[src/scnal_pkg.sv]
// Shared types and constants for the start code unit splitter.
// Used by the front, queue, back and top-level modules. No dependencies.
package scnal_pkg;

  // Input command codes
  typedef enum logic {
    CMD_DATA = 1'b0,
    CMD_EOS  = 1'b1
  } cmd_e;

  localparam logic [7:0] ZeroByte  = 8'h00;
  localparam logic [7:0] StartByte = 8'h01;

  // Result slots produced by one input word
  localparam int unsigned MaxRes = 3;

  // One result word
  typedef struct packed {
    logic [7:0] ubyte;
    logic       uend;
    logic       uerr;
  } res_t;

  // Group of results caused by one input word, slot 0 first
  typedef struct packed {
    logic [1:0]              cnt;
    res_t [MaxRes-1:0]       res;
  } grp_t;

  // Queue status seen by the front and back
  typedef struct packed {
    logic full;
    logic empty;
  } qstat_t;

endpackage

[src/start_code_nal_splitter.sv]
// Start code unit splitter, top level. Result groups are registered in the
// queue, then each result word in the output register. Input takes one word
// per cycle while the queue has room; output gives one word per cycle while
// out_stall_i is low; a byte causing k results gives k words. Reset (async,
// active low) empties the queue and output and returns to the leading phase.
module start_code_nal_splitter (
  input  logic       clk_i,
  input  logic       rst_ni,
  input  logic       in_valid_i,
  output logic       in_stall_o,
  input  logic       cmd_i,
  input  logic [7:0] data_i,
  output logic       out_valid_o,
  input  logic       out_stall_i,
  output logic [7:0] unit_byte_o,
  output logic       unit_end_o,
  output logic       error_o
);
  import scnal_pkg::*;

  grp_t   grp;
  grp_t   head;
  qstat_t qstat;
  logic   push;
  logic   pop;

  scnal_front u_front (
    .clk_i      (clk_i),
    .rst_ni     (rst_ni),
    .in_valid_i (in_valid_i),
    .in_stall_o (in_stall_o),
    .cmd_i      (cmd_i),
    .data_i     (data_i),
    .qstat_i    (qstat),
    .push_o     (push),
    .grp_o      (grp)
  );

  scnal_queue u_queue (
    .clk_i   (clk_i),
    .rst_ni  (rst_ni),
    .push_i  (push),
    .grp_i   (grp),
    .pop_i   (pop),
    .head_o  (head),
    .qstat_o (qstat)
  );

  scnal_back u_back (
    .clk_i       (clk_i),
    .rst_ni      (rst_ni),
    .head_i      (head),
    .qstat_i     (qstat),
    .pop_o       (pop),
    .out_valid_o (out_valid_o),
    .out_stall_i (out_stall_i),
    .unit_byte_o (unit_byte_o),
    .unit_end_o  (unit_end_o),
    .error_o     (error_o)
  );

endmodule

[src/scnal_front.sv]
// Front end: accepts input words, tracks held bytes and start code state,
// and builds one result group per word. Depends on scnal_pkg.
module scnal_front (
  input  logic              clk_i,
  input  logic              rst_ni,
  input  logic              in_valid_i,
  output logic              in_stall_o,
  input  logic              cmd_i,
  input  logic [7:0]        data_i,
  input  scnal_pkg::qstat_t qstat_i,
  output logic              push_o,
  output scnal_pkg::grp_t   grp_o
);
  import scnal_pkg::*;

  logic       in_payload_q, in_payload_d;
  logic [1:0] zero_run_q, zero_run_d;
  logic [7:0] held_byte_q, held_byte_d;
  logic       held_valid_q, held_valid_d;
  logic [1:0] n_held;
  logic       accept;
  grp_t       grp;

  // Stall whenever the queue has no room for a group
  assign in_stall_o = qstat_i.full;
  assign accept     = in_valid_i && !qstat_i.full;

  assign n_held = {1'b0, held_valid_q} + zero_run_q;

  // Classify the word and build its result group
  always_comb begin
    grp          = '0;
    in_payload_d = in_payload_q;
    zero_run_d   = zero_run_q;
    held_byte_d  = held_byte_q;
    held_valid_d = held_valid_q;

    // Held bytes in stream order: held byte (if valid), then zeros
    for (int i = 0; i < MaxRes; i++) begin
      grp.res[i].ubyte = (held_valid_q && i == 0) ? held_byte_q : ZeroByte;
    end

    priority if (cmd_e'(cmd_i) == CMD_EOS) begin
      // Flush everything held and mark the last byte
      grp.cnt = n_held;
      for (int i = 0; i < MaxRes; i++) begin
        grp.res[i].uend = (n_held != 2'd0) && (2'(i) == n_held - 2'd1);
      end
      in_payload_d = 1'b0;
      zero_run_d   = 2'd0;
      held_byte_d  = ZeroByte;
      held_valid_d = 1'b0;
    end else if (data_i == ZeroByte) begin
      if (zero_run_q < 2'd2) begin
        zero_run_d = zero_run_q + 2'd1;
      end else begin
        // Third zero: oldest held byte leaves, a zero takes its place
        grp.cnt      = {1'b0, held_valid_q};
        held_byte_d  = ZeroByte;
        held_valid_d = 1'b1;
      end
    end else if (data_i == StartByte && zero_run_q == 2'd2) begin
      // Start code: close previous unit on the held byte, open new one
      grp.cnt         = held_valid_q ? 2'd3 : 2'd2;
      grp.res[0].uend = held_valid_q && in_payload_q;
      held_byte_d     = StartByte;
      held_valid_d    = 1'b1;
      zero_run_d      = 2'd0;
      in_payload_d    = 1'b1;
    end else if (!in_payload_q && data_i != StartByte) begin
      // Garbage in the leading phase (before a start code): report and drop
      grp.cnt    = 2'd1;
      grp.res[0] = '{ubyte: ZeroByte, uend: 1'b0, uerr: 1'b1};
    end else begin
      // Plain byte: release held bytes, hold this one
      grp.cnt      = n_held;
      held_byte_d  = data_i;
      held_valid_d = 1'b1;
      zero_run_d   = 2'd0;
    end
  end

  assign push_o = accept && (grp.cnt != 2'd0);
  assign grp_o  = grp;

  // State registers
  always_ff @(posedge clk_i or negedge rst_ni) begin
    if (!rst_ni) begin
      in_payload_q <= 1'b0;
      zero_run_q   <= 2'd0;
      held_byte_q  <= ZeroByte;
      held_valid_q <= 1'b0;
    end else if (accept) begin
      in_payload_q <= in_payload_d;
      zero_run_q   <= zero_run_d;
      held_byte_q  <= held_byte_d;
      held_valid_q <= held_valid_d;
    end
  end

endmodule

[src/scnal_queue.sv]
// Two-entry queue of result groups between front and back.
// Depends on scnal_pkg.
module scnal_queue (
  input  logic              clk_i,
  input  logic              rst_ni,
  input  logic              push_i,
  input  scnal_pkg::grp_t   grp_i,
  input  logic              pop_i,
  output scnal_pkg::grp_t   head_o,
  output scnal_pkg::qstat_t qstat_o
);
  import scnal_pkg::*;

  grp_t       slot_q [2];
  logic       wr_ptr_q, rd_ptr_q;
  logic [1:0] count_q;

  assign head_o        = slot_q[rd_ptr_q];
  assign qstat_o.full  = (count_q == 2'd2);
  assign qstat_o.empty = (count_q == 2'd0);

  // Pointers and fill level
  always_ff @(posedge clk_i or negedge rst_ni) begin
    if (!rst_ni) begin
      wr_ptr_q <= 1'b0;
      rd_ptr_q <= 1'b0;
      count_q  <= 2'd0;
    end else begin
      if (push_i) wr_ptr_q <= ~wr_ptr_q;
      if (pop_i)  rd_ptr_q <= ~rd_ptr_q;
      count_q <= count_q + {1'b0, push_i} - {1'b0, pop_i};
    end
  end

  // Storage
  always_ff @(posedge clk_i) begin
    if (push_i) slot_q[wr_ptr_q] <= grp_i;
  end

endmodule

[src/scnal_back.sv]
// Back end: walks the head group one result at a time into the output
// register. Depends on scnal_pkg.
module scnal_back (
  input  logic              clk_i,
  input  logic              rst_ni,
  input  scnal_pkg::grp_t   head_i,
  input  scnal_pkg::qstat_t qstat_i,
  output logic              pop_o,
  output logic              out_valid_o,
  input  logic              out_stall_i,
  output logic [7:0]        unit_byte_o,
  output logic              unit_end_o,
  output logic              error_o
);
  import scnal_pkg::*;

  logic       out_valid_q;
  logic [1:0] idx_q;
  res_t       res_q;
  logic       load;
  logic       last;

  // Load a new word when the output register is free or draining
  assign load  = !qstat_i.empty && (!out_valid_q || !out_stall_i);
  assign last  = (idx_q == head_i.cnt - 2'd1);
  assign pop_o = load && last;

  always_ff @(posedge clk_i or negedge rst_ni) begin
    if (!rst_ni) begin
      out_valid_q <= 1'b0;
      idx_q       <= 2'd0;
    end else begin
      if (load) begin
        out_valid_q <= 1'b1;
        idx_q       <= last ? 2'd0 : idx_q + 2'd1;
      end else if (!out_stall_i) begin
        out_valid_q <= 1'b0;
      end
    end
  end

  // Output payload
  always_ff @(posedge clk_i) begin
    if (load) res_q <= head_i.res[idx_q];
  end

  assign out_valid_o = out_valid_q;
  assign unit_byte_o = res_q.ubyte;
  assign unit_end_o  = res_q.uend;
  assign error_o     = res_q.uerr;

endmodule

[config.mk]
export PLATFORM = sky130hd
export DESIGN_NAME = start_code_nal_splitter
export DESIGN_NICKNAME = d
export VERILOG_FILES = /design/src/scnal_pkg.sv /design/src/start_code_nal_splitter.sv /design/src/scnal_front.sv /design/src/scnal_queue.sv /design/src/scnal_back.sv
export SDC_FILE = /design/constraint.sdc
export NUM_CORES = 1
export LEC_CHECK = 0
export ABC_AREA = 1
export BUFFER_PORTS_ARGS = -buffer_cell sky130_fd_sc_hd__buf_2
export CAP_MARGIN = 15
export CORE_MARGIN = 2
export CORE_UTILIZATION = 50
export CTS_BUF_LIST = sky130_fd_sc_hd__clkbuf_16
export CTS_CLUSTER_SIZE = 12
export DETAILED_ROUTE_END_ITERATION = 7
export HOLD_SLACK_MARGIN = 0.1
export PLACE_DENSITY = 0.69
export SETUP_SLACK_MARGIN = 0.3
export SYNTH_ARGS = -nofsm -noshare
export SYNTH_HDL_FRONTEND = slang
export SYNTH_SLANG_ARGS = --single-unit
[constraint.sdc]
create_clock -name clk_i -period 2.75 [get_ports clk_i]
set_input_delay 0.275 -clock clk_i [delete_from_list [all_inputs] [get_ports clk_i]]
set_output_delay 0.275 -clock clk_i [all_outputs]
set_load 0.01 [all_outputs]
# Word level (Yosys, flattened, before mapping)
# Memories as Yosys holds them, arrays and structs flattened.
# Index checks and enable logic that the tools add are counted.
dict set report word_totals {
  mem_bits_rw 28
  output_inout_bits 12
  regBits 29
  wordCells 103
  memories 1
}
dict set report classes {
  n_bitwise 2
  eq_ne 12
  n_lt_le_gt_ge 2
  n_reduce_logical 25
  n_mux 42
  addsub 7
}
# name words width rd rd_clocked_by_memory_dff write_ports line_no
set memory_table {}
lappend memory_table {u_queue.slot_q 2 14 1 0 1 scnal_queue.sv:14} ;# grp_t slot_q [2];
# op n
set op_table {}
lappend op_table {{8-bit 2-to-1 mux} 8}
lappend op_table {{10-bit 2-to-1 mux} 3}
lappend op_table {{10-bit binary-select mux with 2-bit select} 1}
lappend op_table {{1-bit 2-to-1 mux} 20}
lappend op_table {{2-bit 2-to-1 mux} 10}
lappend op_table {{1-bit logical AND} 10}
lappend op_table {{3-bit AND reduction} 3}
lappend op_table {{8-bit by 1-bit == test with 1-bit output (second input constant)} 1}
lappend op_table {{8-bit zero test} 1}
lappend op_table {{8-bit by 1-bit != test with 1-bit output (second input constant)} 1}
lappend op_table {{3-bit != test (second input constant)} 2}
lappend op_table {{2-bit nonzero test} 3}
lappend op_table {{1-bit zero test} 5}
lappend op_table {{2-bit by 1-bit adder with 2-bit output (second input constant)} 2}
lappend op_table {{2-bit == test (second input constant)} 2}
lappend op_table {{2-bit zero test} 2}
lappend op_table {{4-bit by 2-bit != test with 1-bit output (second input constant)} 1}
lappend op_table {{2-bit by 1-bit subtractor with 2-bit output (second input constant)} 2}
lappend op_table {{2-bit by 3-bit < comparator with 1-bit output (second input constant)} 1}
lappend op_table {{1-bit by 2-bit adder with 2-bit output} 1}
lappend op_table {{2-bit by 1-bit adder with 2-bit output} 1}
lappend op_table {{1-bit by 2-bit == test with 1-bit output (first input constant)} 1}
lappend op_table {{2-bit == test} 1}
lappend op_table {{2-bit == test (first input constant)} 1}
lappend op_table {{6 further kinds} 7}

# Longest topological paths before layout
# Gate-level depths: netlist of the first run.
dict set report logic_depth {
  ltp_word 10
  depth_mapped 13
}

# By module
# From an unflattened synthesis of the first run, not the netlist that was laid out.
dict set report unflattened {
  cells_unflattened 425
  hier_area_um2 4593.2
}
# mod instances area_per_inst_um2 cells_each seq_area_each_um2
set modules_own_cells {}
lappend modules_own_cells {scnal_queue 1 2706.3 192 2021.9}
lappend modules_own_cells {scnal_front 1 1043.5 150 300.3}
lappend modules_own_cells {scnal_back 1 843.3 83 375.4}

# Least setup slack after synthesis of the first run
# Ideal clock, no wire load.
dict set report synth_timing {
  path_type {reg2reg}
  from {register u_front.held_valid_q}
  to {memory u_queue.slot_q[1][0] (netlist bit), enable pin}
  t_arrival_ns 1.812
  period_less_slack_ns 2.197
  stages_incl_launch_ff 9
  setup_slack_ns 0.553
  required_ns 2.366
  cell_sequence {dfrtp_1 > ha_1 > xor2_1 > nand2_1 > nand2_1 > nand2_1 > nand3_1 > nand2_1 > nor2_1}
}
dict set report synth_between {
  elab_chain_cells 9
  elab_cells_between_ends 11
}
# item line_no
set synth_rtl {}
lappend synth_rtl {{start: declaration} scnal_front.sv:19} ;# logic held_valid_q, held_valid_d;
lappend synth_rtl {{start signal: assignment} scnal_front.sv:97} ;# held_valid_q <= held_valid_d;
lappend synth_rtl {{1-bit by 2-bit adder with 2-bit output} scnal_front.sv:28} ;# assign n_held = {1'b0, held_valid_q} + zero_run_q;
lappend synth_rtl {{2-bit 2-to-1 mux} scnal_front.sv:70} ;# end else if (!in_payload_q && data_i != StartByte) begin
lappend synth_rtl {{2-bit 2-to-1 mux} scnal_front.sv:62} ;# end else if (data_i == StartByte && zero_run_q == 2'd2) begin
lappend synth_rtl {{2-bit 2-to-1 mux} scnal_front.sv:53} ;# end else if (data_i == ZeroByte) begin
lappend synth_rtl {{2-bit 2-to-1 mux (*)} scnal_front.sv:43} ;# priority if (cmd_e'(cmd_i) == CMD_EOS) begin
lappend synth_rtl {{2-bit nonzero test (*)} scnal_front.sv:83} ;# assign push_o = accept && (grp.cnt != 2'd0);
lappend synth_rtl {{1-bit logical AND (*)} scnal_front.sv:83}
lappend synth_rtl {{1-bit 2-to-1 mux (*)} scnal_queue.sv:37} ;# if (push_i) slot_q[wr_ptr_q] <= grp_i;
lappend synth_rtl {{1-bit 2-to-1 mux (implied by the code) (*)} scnal_queue.sv:37}
lappend synth_rtl {{end: declaration} scnal_queue.sv:14}
# Every way passes the cells marked *; elsewhere a longest branch is shown, timed or not.

# Worst setup path after layout of the first run
dict set report layout_timing {
  from {register u_queue.rd_ptr_q}
  to {register u_queue.count_q[1]}
}
dict set report layout_between {
  elab_chain_cells 5
}
# item line_no
set layout_rtl {}
lappend layout_rtl {{start: declaration} scnal_queue.sv:15} ;# logic wr_ptr_q, rd_ptr_q;
lappend layout_rtl {{start signal: assignment} scnal_queue.sv:30} ;# if (pop_i) rd_ptr_q <= ~rd_ptr_q;
lappend layout_rtl {{memory 2 x 14 bit} --}
lappend layout_rtl {{2-bit by 1-bit subtractor with 2-bit output} scnal_back.sv:25} ;# assign last = (idx_q == head_i.cnt - 2'd1);
lappend layout_rtl {{2-bit == test} scnal_back.sv:25}
lappend layout_rtl {{1-bit logical AND} scnal_back.sv:26} ;# assign pop_o = load && last;
lappend layout_rtl {{named net pop} start_code_nal_splitter.sv:25} ;# logic pop;
lappend layout_rtl {{2-bit by 1-bit subtractor with 2-bit output} scnal_queue.sv:31} ;# count_q <= count_q + {1'b0, push_i} - {1'b0, pop_i};
lappend layout_rtl {{end signal: assignment} scnal_queue.sv:31}
lappend layout_rtl {{end: declaration} scnal_queue.sv:16} ;# logic [1:0] count_q;
# The timed path passes the listed nets, and every way through them passes these cells.
# A chain may end at the register's enable or synchronous reset.

==> impl_summary.txt, run 1 <==
----------------------------------------------------
[Outcome]
  Outcome ... finished clean

[Synthesis]
  Netlist area before placement ... ~0.0025 sq mm
  Leading cell types by total area after synthesis ... sky130_fd_sc_hd__edfxtp_1 46%, sky130_fd_sc_hd__dfrtp_1 19%, sky130_fd_sc_hd__nor2_1 6.6%
  Total nets after synthesis ... about 260
  Post-synthesis sequential element count ... 57
  Cell type with the highest aggregate area in the netlist ... sky130_fd_sc_hd__edfxtp_1
  Cell variety after synth ... 28
  Mean area per synthesized cell ... approximately 10 sq um
  Portion of the post-synthesis area used by sequential elements ... around two thirds
  Post-Synthesis Cells ... about 240
  Yosys warning count ... 0
  Top-area cell type share of the netlist area ... approximately 46%

[Power and ir drop]
  Part of the total power dissipated in sequential elements ... 39.9%
  Cell internal power dissipation ... roughly 2.5 mW
  Switching power as a share of total power ... 32.4%
  Leakage dissipation ... roughly 1.4 nW
  Highest ir drop seen on vdd ... between 0.0006 and 0.0007 V
  Net Switching ... ~1.2 mW
  Comb pwr share ... approximately 30%
  Power density cells ... between 1000 and 1500 mW/mm^2
  Part of the total power dissipated in the clock network ... between 30% and 40%

[Floorplanning]
  Die Outline Area ... approximately 0.0056 sq mm
  Initial standard-cell utilization of the core ... about 52%
  Die W ... 74.6 um
  Y dimension of the die ... ~75 um
  Row Count ... 25
  Core area ... 0.00475 sq mm
  Boundary Pins ... 25

[Timing]
  Period utilisation layout ... 80.0%
  Hold Worst Slack ... between 150 and 200 ps
  Clock Skews ... about 4.3 ps
  # setup viols final ... 0
  RSZ-0062 raised after global routing ... false
  Transition at the pin with the smallest max-transition slack ... approximately 530 ps
  Relative slew margins ... 64.8%
  Post-layout minimum cycle time ... roughly 2200 ps
  Maximum clock rate ... 455 MHz
  Final Hold Vio Count ... 0
  Fin. max-slew vios ... 0
  Setup total negative slack ... 0 ps

[Placement]
  GP Congestion ... between 0.8 and 0.9
  Detailed placer's ending HPWL ... 2.92 mm
  Port bufs ... 24
  Total placed instance area ... between 0.002 and 0.003 sq mm
  Placed cell count ... between 300 and 400

[CTS]
  Clock network latency to the later pin of the worst-skew pair ... 320 ps
  CTS tree ... built
  Clock slew at the register clock pins of the worst setup and hold paths ... roughly 50 ps
  TritonCTS sink count ... 57
  Number of CTS-inserted buffers ... 9
  Bufs on Longest Clock Path ... 2
  Number of levels the H-tree was split into ... 3
  CTS Root Cell ... sky130_fd_sc_hd__clkbuf_16

[Layout]
  Area growth from synthesis to final layout ... 21.3%
  Total number of nets in the final design ... between 200 and 300
  Antenna cells ... 0
  Filler Cell Count ... ~400
  Core utilization of the finished layout ... 63.6%
  Commonest cells after routing, fill and taps aside ... 44 x sky130_fd_sc_hd__nor2_1, 38 x sky130_fd_sc_hd__edfxtp_1, 36 x sky130_fd_sc_hd__inv_1, 34 x sky130_fd_sc_hd__nand2_1, 24 x sky130_fd_sc_hd__buf_2
  Finished Layout Cells ... 349
  Leading cell type in the layout, fill and taps excluded ... sky130_fd_sc_hd__nor2_1
  Fraction of layout instances using a drive strength above 1 ... about 18%
  Final design instance area without fill ... 0.00303 sq mm

[Global routing]
  Global-route wire length before repair ... ~7.0 mm
  Via count of the first global-routing pass ... around 1,500
  GR Util All Layers ... between 15 and 20%
  Maximum number of pins on one net before global-route repair ... 20
  Global route overflow ... 0
  Initial antenna violation count ... 0

[Setup path]
  Kind of start point of the critical path ... flip-flop
  Data required time of the worst path ... ~3000 ps
  Critical path data arrival time ... between 2000 and 2500 ps
  Largest fanout on the critical path ... 15
  Setup CP Type ... reg -> reg
  Critical path capture point type ... flip-flop

[Detailed routing]
  Vias ... about 1,700
  Iter 0 DRT Violations ... between 50 and 60
  Remaining design rule violation count ... 0
  WL per Instance ... roughly 12 um
  Routed vias/inst ... ~4.8
  First-pass detailed-route iteration total ... 4
  Final ANT Viol Nets ... 0
  Wirelength, routed ... approximately 4.2 mm

[Run]
  Max-cap violations ... 0

[Min path]
  Path category of the worst min-delay check ... in -> reg

----------------------------------------------------
-- final cells by class --
cell class,count,area (sq um),share of cell area (%)
Clock inverter,7,86.3,2.85
Timing Repair Buffer,28,153,5.05
Clock buffer,9,225,7.44
Multi-Input combinational cell,144,721,23.8
Sequential cell,57,1620,53.5
Tap cell,67,83.8,2.77
Inverter,37,139,4.59
-- cells in the mapped netlist --
cell,n
sky130_fd_sc_hd__nor3b_1,1
sky130_fd_sc_hd__ha_1,4
sky130_fd_sc_hd__buf_1,1
sky130_fd_sc_hd__nor2_2,2
sky130_fd_sc_hd__inv_2,1
sky130_fd_sc_hd__nand3_1,15
sky130_fd_sc_hd__nor3_1,1
sky130_fd_sc_hd__o21ai_2,1
sky130_fd_sc_hd__nand2_2,1
sky130_fd_sc_hd__o22ai_1,2
sky130_fd_sc_hd__a21oi_4,1
sky130_fd_sc_hd__inv_1,36
sky130_fd_sc_hd__nor2_1,44
sky130_fd_sc_hd__buf_6,1
sky130_fd_sc_hd__mux2i_1,1
sky130_fd_sc_hd__o21ai_0,23
sky130_fd_sc_hd__a21oi_1,3
sky130_fd_sc_hd__clkbuf_1,1
sky130_fd_sc_hd__o211ai_1,1
sky130_fd_sc_hd__xnor2_1,1
sky130_fd_sc_hd__nand2_4,1
sky130_fd_sc_hd__o41ai_1,1
sky130_fd_sc_hd__or2_2,1
sky130_fd_sc_hd__edfxtp_1,38
sky130_fd_sc_hd__nand2_1,34
sky130_fd_sc_hd__dfrtp_1,19
sky130_fd_sc_hd__xor2_1,5
sky130_fd_sc_hd__o21a_1,1
-- worst paths after layout --
| kind | startpoint | end | slack (ps) | depth (start not counted) |
|---|---|---|---|---|
| setup reg to reg | u_queue.rd_ptr_q | u_queue.count_q[1] | 550 | 12 |
| hold reg to reg | u_queue.wr_ptr_q | u_queue.wr_ptr_q | 470 | 2 |
| min in group asynchronous | rst_ni | u_front.held_valid_q | 440 | 2 |
| max in group asynchronous | rst_ni | u_queue.rd_ptr_q | 1970 | 2 |
| setup / recovery | u_queue.rd_ptr_q | u_queue.count_q[1] | 550 | 12 |
| hold / removal | out_stall_i | u_back.out_valid_o | 180 | 3 |
-- critical path, cell delays in order (launching register included) --
cell and delay [ps]:
sky130_fd_sc_hd__dfrtp_2 490, sky130_fd_sc_hd__inv_1 150, sky130_fd_sc_hd__nand2_1 60, sky130_fd_sc_hd__nand2_1 70
sky130_fd_sc_hd__xor2_1 180, sky130_fd_sc_hd__nand2_1 80, sky130_fd_sc_hd__o211ai_1 170, sky130_fd_sc_hd__inv_1 90
sky130_fd_sc_hd__ha_1 280, sky130_fd_sc_hd__inv_1 40, sky130_fd_sc_hd__ha_1 190, sky130_fd_sc_hd__xnor2_1 160
sky130_fd_sc_hd__xor2_1 160
-- through the flow --
stage,power (mW),worst slack (ps)
floorplan,2.27,553
global placement,2.53,519
detailed placement,2.58,407
CTS,3.74,390
global route,4.01,304
finish,3.72,550
-- registers in the layout, summed over array words and instances, names as in the netlist --
| signal | count |
|---|---|
| u_queue.slot_q | 28 |
| u_back.unit_byte_o | 8 |
| u_front.held_byte_q | 8 |
| u_back.idx_q | 2 |
| u_front.zero_run_q | 2 |
| u_queue.count_q | 2 |
| u_back.error_o | 1 |
| u_back.out_valid_o | 1 |
| u_back.unit_end_o | 1 |
| u_front.held_valid_q | 1 |
| u_front.in_payload_q | 1 |
| u_queue.rd_ptr_q | 1 |
| u_queue.wr_ptr_q | 1 |
-- logic make-up (layout without fill, tap and decap cells) --
group	Yosys count	count (layout)	share of synthesized area, %
and+or+nand+nor	100	100	16.7
DFF	57	57	64.8
buffers and inverters	40	81	6.32
AOI/OAI and AO/OA	33	33	7.67
xor gates and xnor gates	6	6	2.11
adders and majority gates	4	4	2.01
muxes	1	1	0.401
-- power by group through the flow --
stage	Combinational (mW)	Clock, mW	Sequential (mW)
floorplan	0.772	0	1.50
global placement	1.04	0	1.49
detailed placement	1.08	0	1.50
CTS	1.09	1.16	1.49
global route	1.28	1.20	1.52
finish	1.10	1.14	1.49
-- timing repair --
item | in CTS | in global routing
setup endpoints to repair | 0 | 1
buffers inserted | 0 | 1
hold endpoints to repair | 19 | 0
hold buffers | 1 | 0
resized for setup | 0 | 2
-- per-layer routing --
| layer | vias to the layer above | GRT usage (%) | routed length, um |
|---|---|---|---|
| met5 | - | 0 | 0 |
| met4 | 0 | 10.7 | 108 |
| met3 | 12 | 5.09 | 150 |
| met2 | 40 | 25.6 | 1840 |
| met1 | 747 | 23.4 | 2080 |
| li1 | 863 | - | - |
Power figures use the tool's default switching activity.
==> run 2: changes to the inputs <==
--- a/config.mk
+++ b/config.mk
@@ -5,7 +5,7 @@
 export SDC_FILE = /design/constraint.sdc
 export NUM_CORES = 1
 export LEC_CHECK = 0
-export ABC_AREA = 1
+export ABC_AREA = 0
 export BUFFER_PORTS_ARGS = -buffer_cell sky130_fd_sc_hd__buf_2
 export CAP_MARGIN = 15
 export CORE_MARGIN = 2
@@ -14,7 +14,7 @@
 export CTS_CLUSTER_SIZE = 12
 export DETAILED_ROUTE_END_ITERATION = 7
 export HOLD_SLACK_MARGIN = 0.1
-export PLACE_DENSITY = 0.69
+export PLACE_DENSITY = 0.72
 export SETUP_SLACK_MARGIN = 0.3
 export SYNTH_ARGS = -nofsm -noshare
 export SYNTH_HDL_FRONTEND = slang
==> constraint.sdc (replaced) <==
create_clock -name clk_i -period 1.9 [get_ports clk_i]
set_input_delay 0.19 -clock clk_i [delete_from_list [all_inputs] [get_ports clk_i]]
set_output_delay 0.19 -clock clk_i [all_outputs]
set_load 0.01 [all_outputs]
==> run 2 against run 1 <==
Against the previous run: sequential power up 34%; the flow now finishes with violations (negative setup slack); largest power group unchanged; die area up 2.4%; critical endpoint is now u_queue.slot_q[0][6]; synthesized cell count down 21%; sequential cell count unchanged.
==> impl_summary.txt, run 2 <==
----------------------------------------------------
[Detailed routing]
  Vias ... around 1,600
  Final ANT Viol Nets ... 0
  First-pass detailed-route iteration total ... 4
  Wirelength, routed ... 4.35 mm
  Iter 0 DRT Violations ... 52
  WL per Instance ... around 13 um
  Routed vias/inst ... 4.89
  Remaining design rule violation count ... 0

[Synthesis]
  Yosys warning count ... 0
  Leading cell types by total area after synthesis ... sky130_fd_sc_hd__edfxtp_1 45%, sky130_fd_sc_hd__dfrtp_1 19%, sky130_fd_sc_hd__mux2i_1 5.1%
  Post-Synthesis Cells ... approximately 190
  Post-synthesis sequential element count ... between 50 and 60
  Netlist area before placement ... 0.00256 sq mm
  Cell variety after synth ... 38
  Mean area per synthesized cell ... around 13 sq um
  Top-area cell type share of the netlist area ... between 40 and 50%
  Number of enable-type register cells in the synthesized netlist ... 38
  Portion of the post-synthesis area used by sequential elements ... 63.2%
  Total nets after synthesis ... about 210
  Cell with the most instances after synthesis ... sky130_fd_sc_hd__edfxtp_1
  Proportion of register bits with asynchronous set or reset after synthesis ... 33.3%
  Synth cell count leaders ... 38 x sky130_fd_sc_hd__edfxtp_1, 19 x sky130_fd_sc_hd__dfrtp_1, 17 x sky130_fd_sc_hd__nor2_1
  Post-synth top flop ... sky130_fd_sc_hd__edfxtp_1
  Cell type with the highest aggregate area in the netlist ... sky130_fd_sc_hd__edfxtp_1

[Setup path]
  Kind of start point of the critical path ... flip-flop
  Critical path data arrival time ... approximately 2000 ps
  Largest fanout on the critical path ... 14
  Setup CP Type ... reg -> reg
  Data required time of the worst path ... 1930 ps
  Critical path capture point type ... flip-flop

[Global routing]
  Via count of the first global-routing pass ... 1,585
  GR Util All Layers ... between 10% and 20%
  Global-route wire length before repair ... between 7 and 8 mm
  Maximum number of pins on one net before global-route repair ... 20
  Initial antenna violation count ... 0
  Global route overflow ... 0

[Timing]
  Maximum clock rate ... between 500 and 600 MHz
  Clock Skews ... about 4.7 ps
  Minimum setup slack in the final design ... -76.5 ps
  Post-layout minimum cycle time ... between 1500 and 2000 ps
  Relative slew margins ... 67.6%
  RSZ-0062 raised after global routing ... true
  Period utilisation layout ... 104%
  # setup viols final ... 29
  Transition at the pin with the smallest max-transition slack ... between 400 and 500 ps
  Setup total negative slack ... -1990 ps
  Final Hold Vio Count ... 0
  Fin. max-slew vios ... 0
  Hold Worst Slack ... about 220 ps

[CTS]
  TritonCTS sink count ... 57
  CTS Root Cell ... sky130_fd_sc_hd__clkbuf_16
  CTS tree ... built
  Number of CTS-inserted buffers ... 9
  Number of levels the H-tree was split into ... 3
  Clock network latency to the later pin of the worst-skew pair ... 320 ps
  Clock slew at the register clock pins of the worst setup and hold paths ... around 50 ps
  Bufs on Longest Clock Path ... 2

[Placement]
  Total placed instance area ... between 0.002 and 0.003 sq mm
  Detailed placer's ending HPWL ... 2.80 mm
  Port bufs ... 24
  GP Congestion ... a little over 0.8

[Floorplanning]
  Boundary Pins ... 25
  Y dimension of the die ... ~76 um
  Die Outline Area ... around 0.0057 sq mm
  Row Count ... 26
  Core area ... 0.00501 sq mm
  Initial standard-cell utilization of the core ... roughly half
  Die W ... between 70 and 80 um

[Outcome]
  Outcome ... complete, but fails checks
  Violated checks ... negative setup slack

[Layout]
  Top register by number of flip-flops ... u_queue.slot_q
  Leading cell type in the layout, fill and taps excluded ... sky130_fd_sc_hd__edfxtp_1
  Fraction of layout instances using a drive strength above 1 ... a little over two fifths
  Commonest cells after routing, fill and taps aside ... 38 x sky130_fd_sc_hd__edfxtp_1, 25 x sky130_fd_sc_hd__buf_4, 24 x sky130_fd_sc_hd__buf_2, 17 x sky130_fd_sc_hd__dfrtp_1, 14 x sky130_fd_sc_hd__nor2_1
  Area growth from synthesis to final layout ... 37.2%
  Final design instance area without fill ... about 0.0035 sq mm
  Total number of nets in the final design ... between 200 and 300
  Max reg flops ... 28
  Antenna cells ... 0

[Power and ir drop]
  Power density cells ... roughly 1500 mW/mm^2
  Highest ir drop seen on vdd ... between 0.0008 and 0.0009 V
  Leakage dissipation ... roughly 1.5 nW
  Power Total ... around 5.4 mW

[Min path]
  Path category of the worst min-delay check ... in -> reg

[Run]
  Max-cap violations ... 0

----------------------------------------------------
[run 2: cell type report]
| class | count | area, sq um |
|---|---|---|
| flip-flops and latches | 57 | 1620 |
| fillers | 365 | 1500 |
| multi-input cells | 120 | 1050 |
| repair buffers | 59 | 435 |
| clock buffers | 9 | 225 |
| well taps | 70 | 87.6 |
| clock inverters | 7 | 62.6 |
| inverters | 8 | 30.0 |
[run 2: path summary, 6_finish.rpt]
path	slack, ps	start	cells past startpoint	endpoint
worst max-delay path	-80	u_front.zero_run_q[0]	8	u_queue.slot_q[0][6]
min in group asynchronous	360	rst_ni	2	u_front.held_valid_q
worst max register to register	-80	u_front.zero_run_q[0]	8	u_queue.slot_q[0][6]
max in group asynchronous	1210	rst_ni	2	u_front.zero_run_q[0]
worst min-delay path	220	cmd_i	2	u_front.in_payload_q
worst min register to register	500	u_front.held_byte_q[0]	1	u_front.held_byte_q[0]
[run 2: metrics by stage]
step | setup WS [ps] | utilization [%] | cells
after floorplan | -114 | - | 191
after global placement | -93.0 | 59.8 | 305
after detailed placement | -108 | 59.8 | 305
after CTS | -121 | 67.5 | 328
after global routing | -158 | 70.1 | 330
final | -76.5 | 70.1 | 330
[run 2: layer usage]
metal	vias up	global-route usage [%]	part of all wire, %
met3	8	4.76	3.4
met1	757	22.0	46
met5	-	0	0
met4	0	11.7	1.6
met2	37	28.8	49
li1	812	-	-
[run 2: repair_timing]
| item | in CTS | in global routing |
|---|---|---|
| hold endpoints to repair | 20 | 0 |
| gates resized for setup | 9 | 27 |
| hold buffers | 2 | 0 |
| buffers inserted | 5 | 2 |
| pin swaps | 5 | 10 |
| setup endpoints to repair | 40 | 63 |
[run 2: critical path, cell delays in order, from the launching register on]
cell	delay, ps
sky130_fd_sc_hd__dfrtp_2	430
sky130_fd_sc_hd__ha_4	190
sky130_fd_sc_hd__xor2_4	190
sky130_fd_sc_hd__nand2_1	80
sky130_fd_sc_hd__o211ai_1	260
sky130_fd_sc_hd__o21ai_2	130
sky130_fd_sc_hd__buf_6	140
sky130_fd_sc_hd__nor2_4	120
sky130_fd_sc_hd__buf_12	150
[run 2: cells by family after synthesis]
logic type / share of synthesized area [%]
and+or+nand+nor: 13.8
DFF: 63.2
muxes: 11.1
AOI/OAI and AO/OA: 5.58
buffers and inverters: 2.35
xor gates and xnor gates: 2.05
adders and majority gates: 1.96
[run 2: report_power, final]
part,switching (mW),internal [mW],total (mW)
Clock,0.525,0.997,1.52
Combinational,0.884,0.979,1.86
Sequential,0.179,1.81,1.99
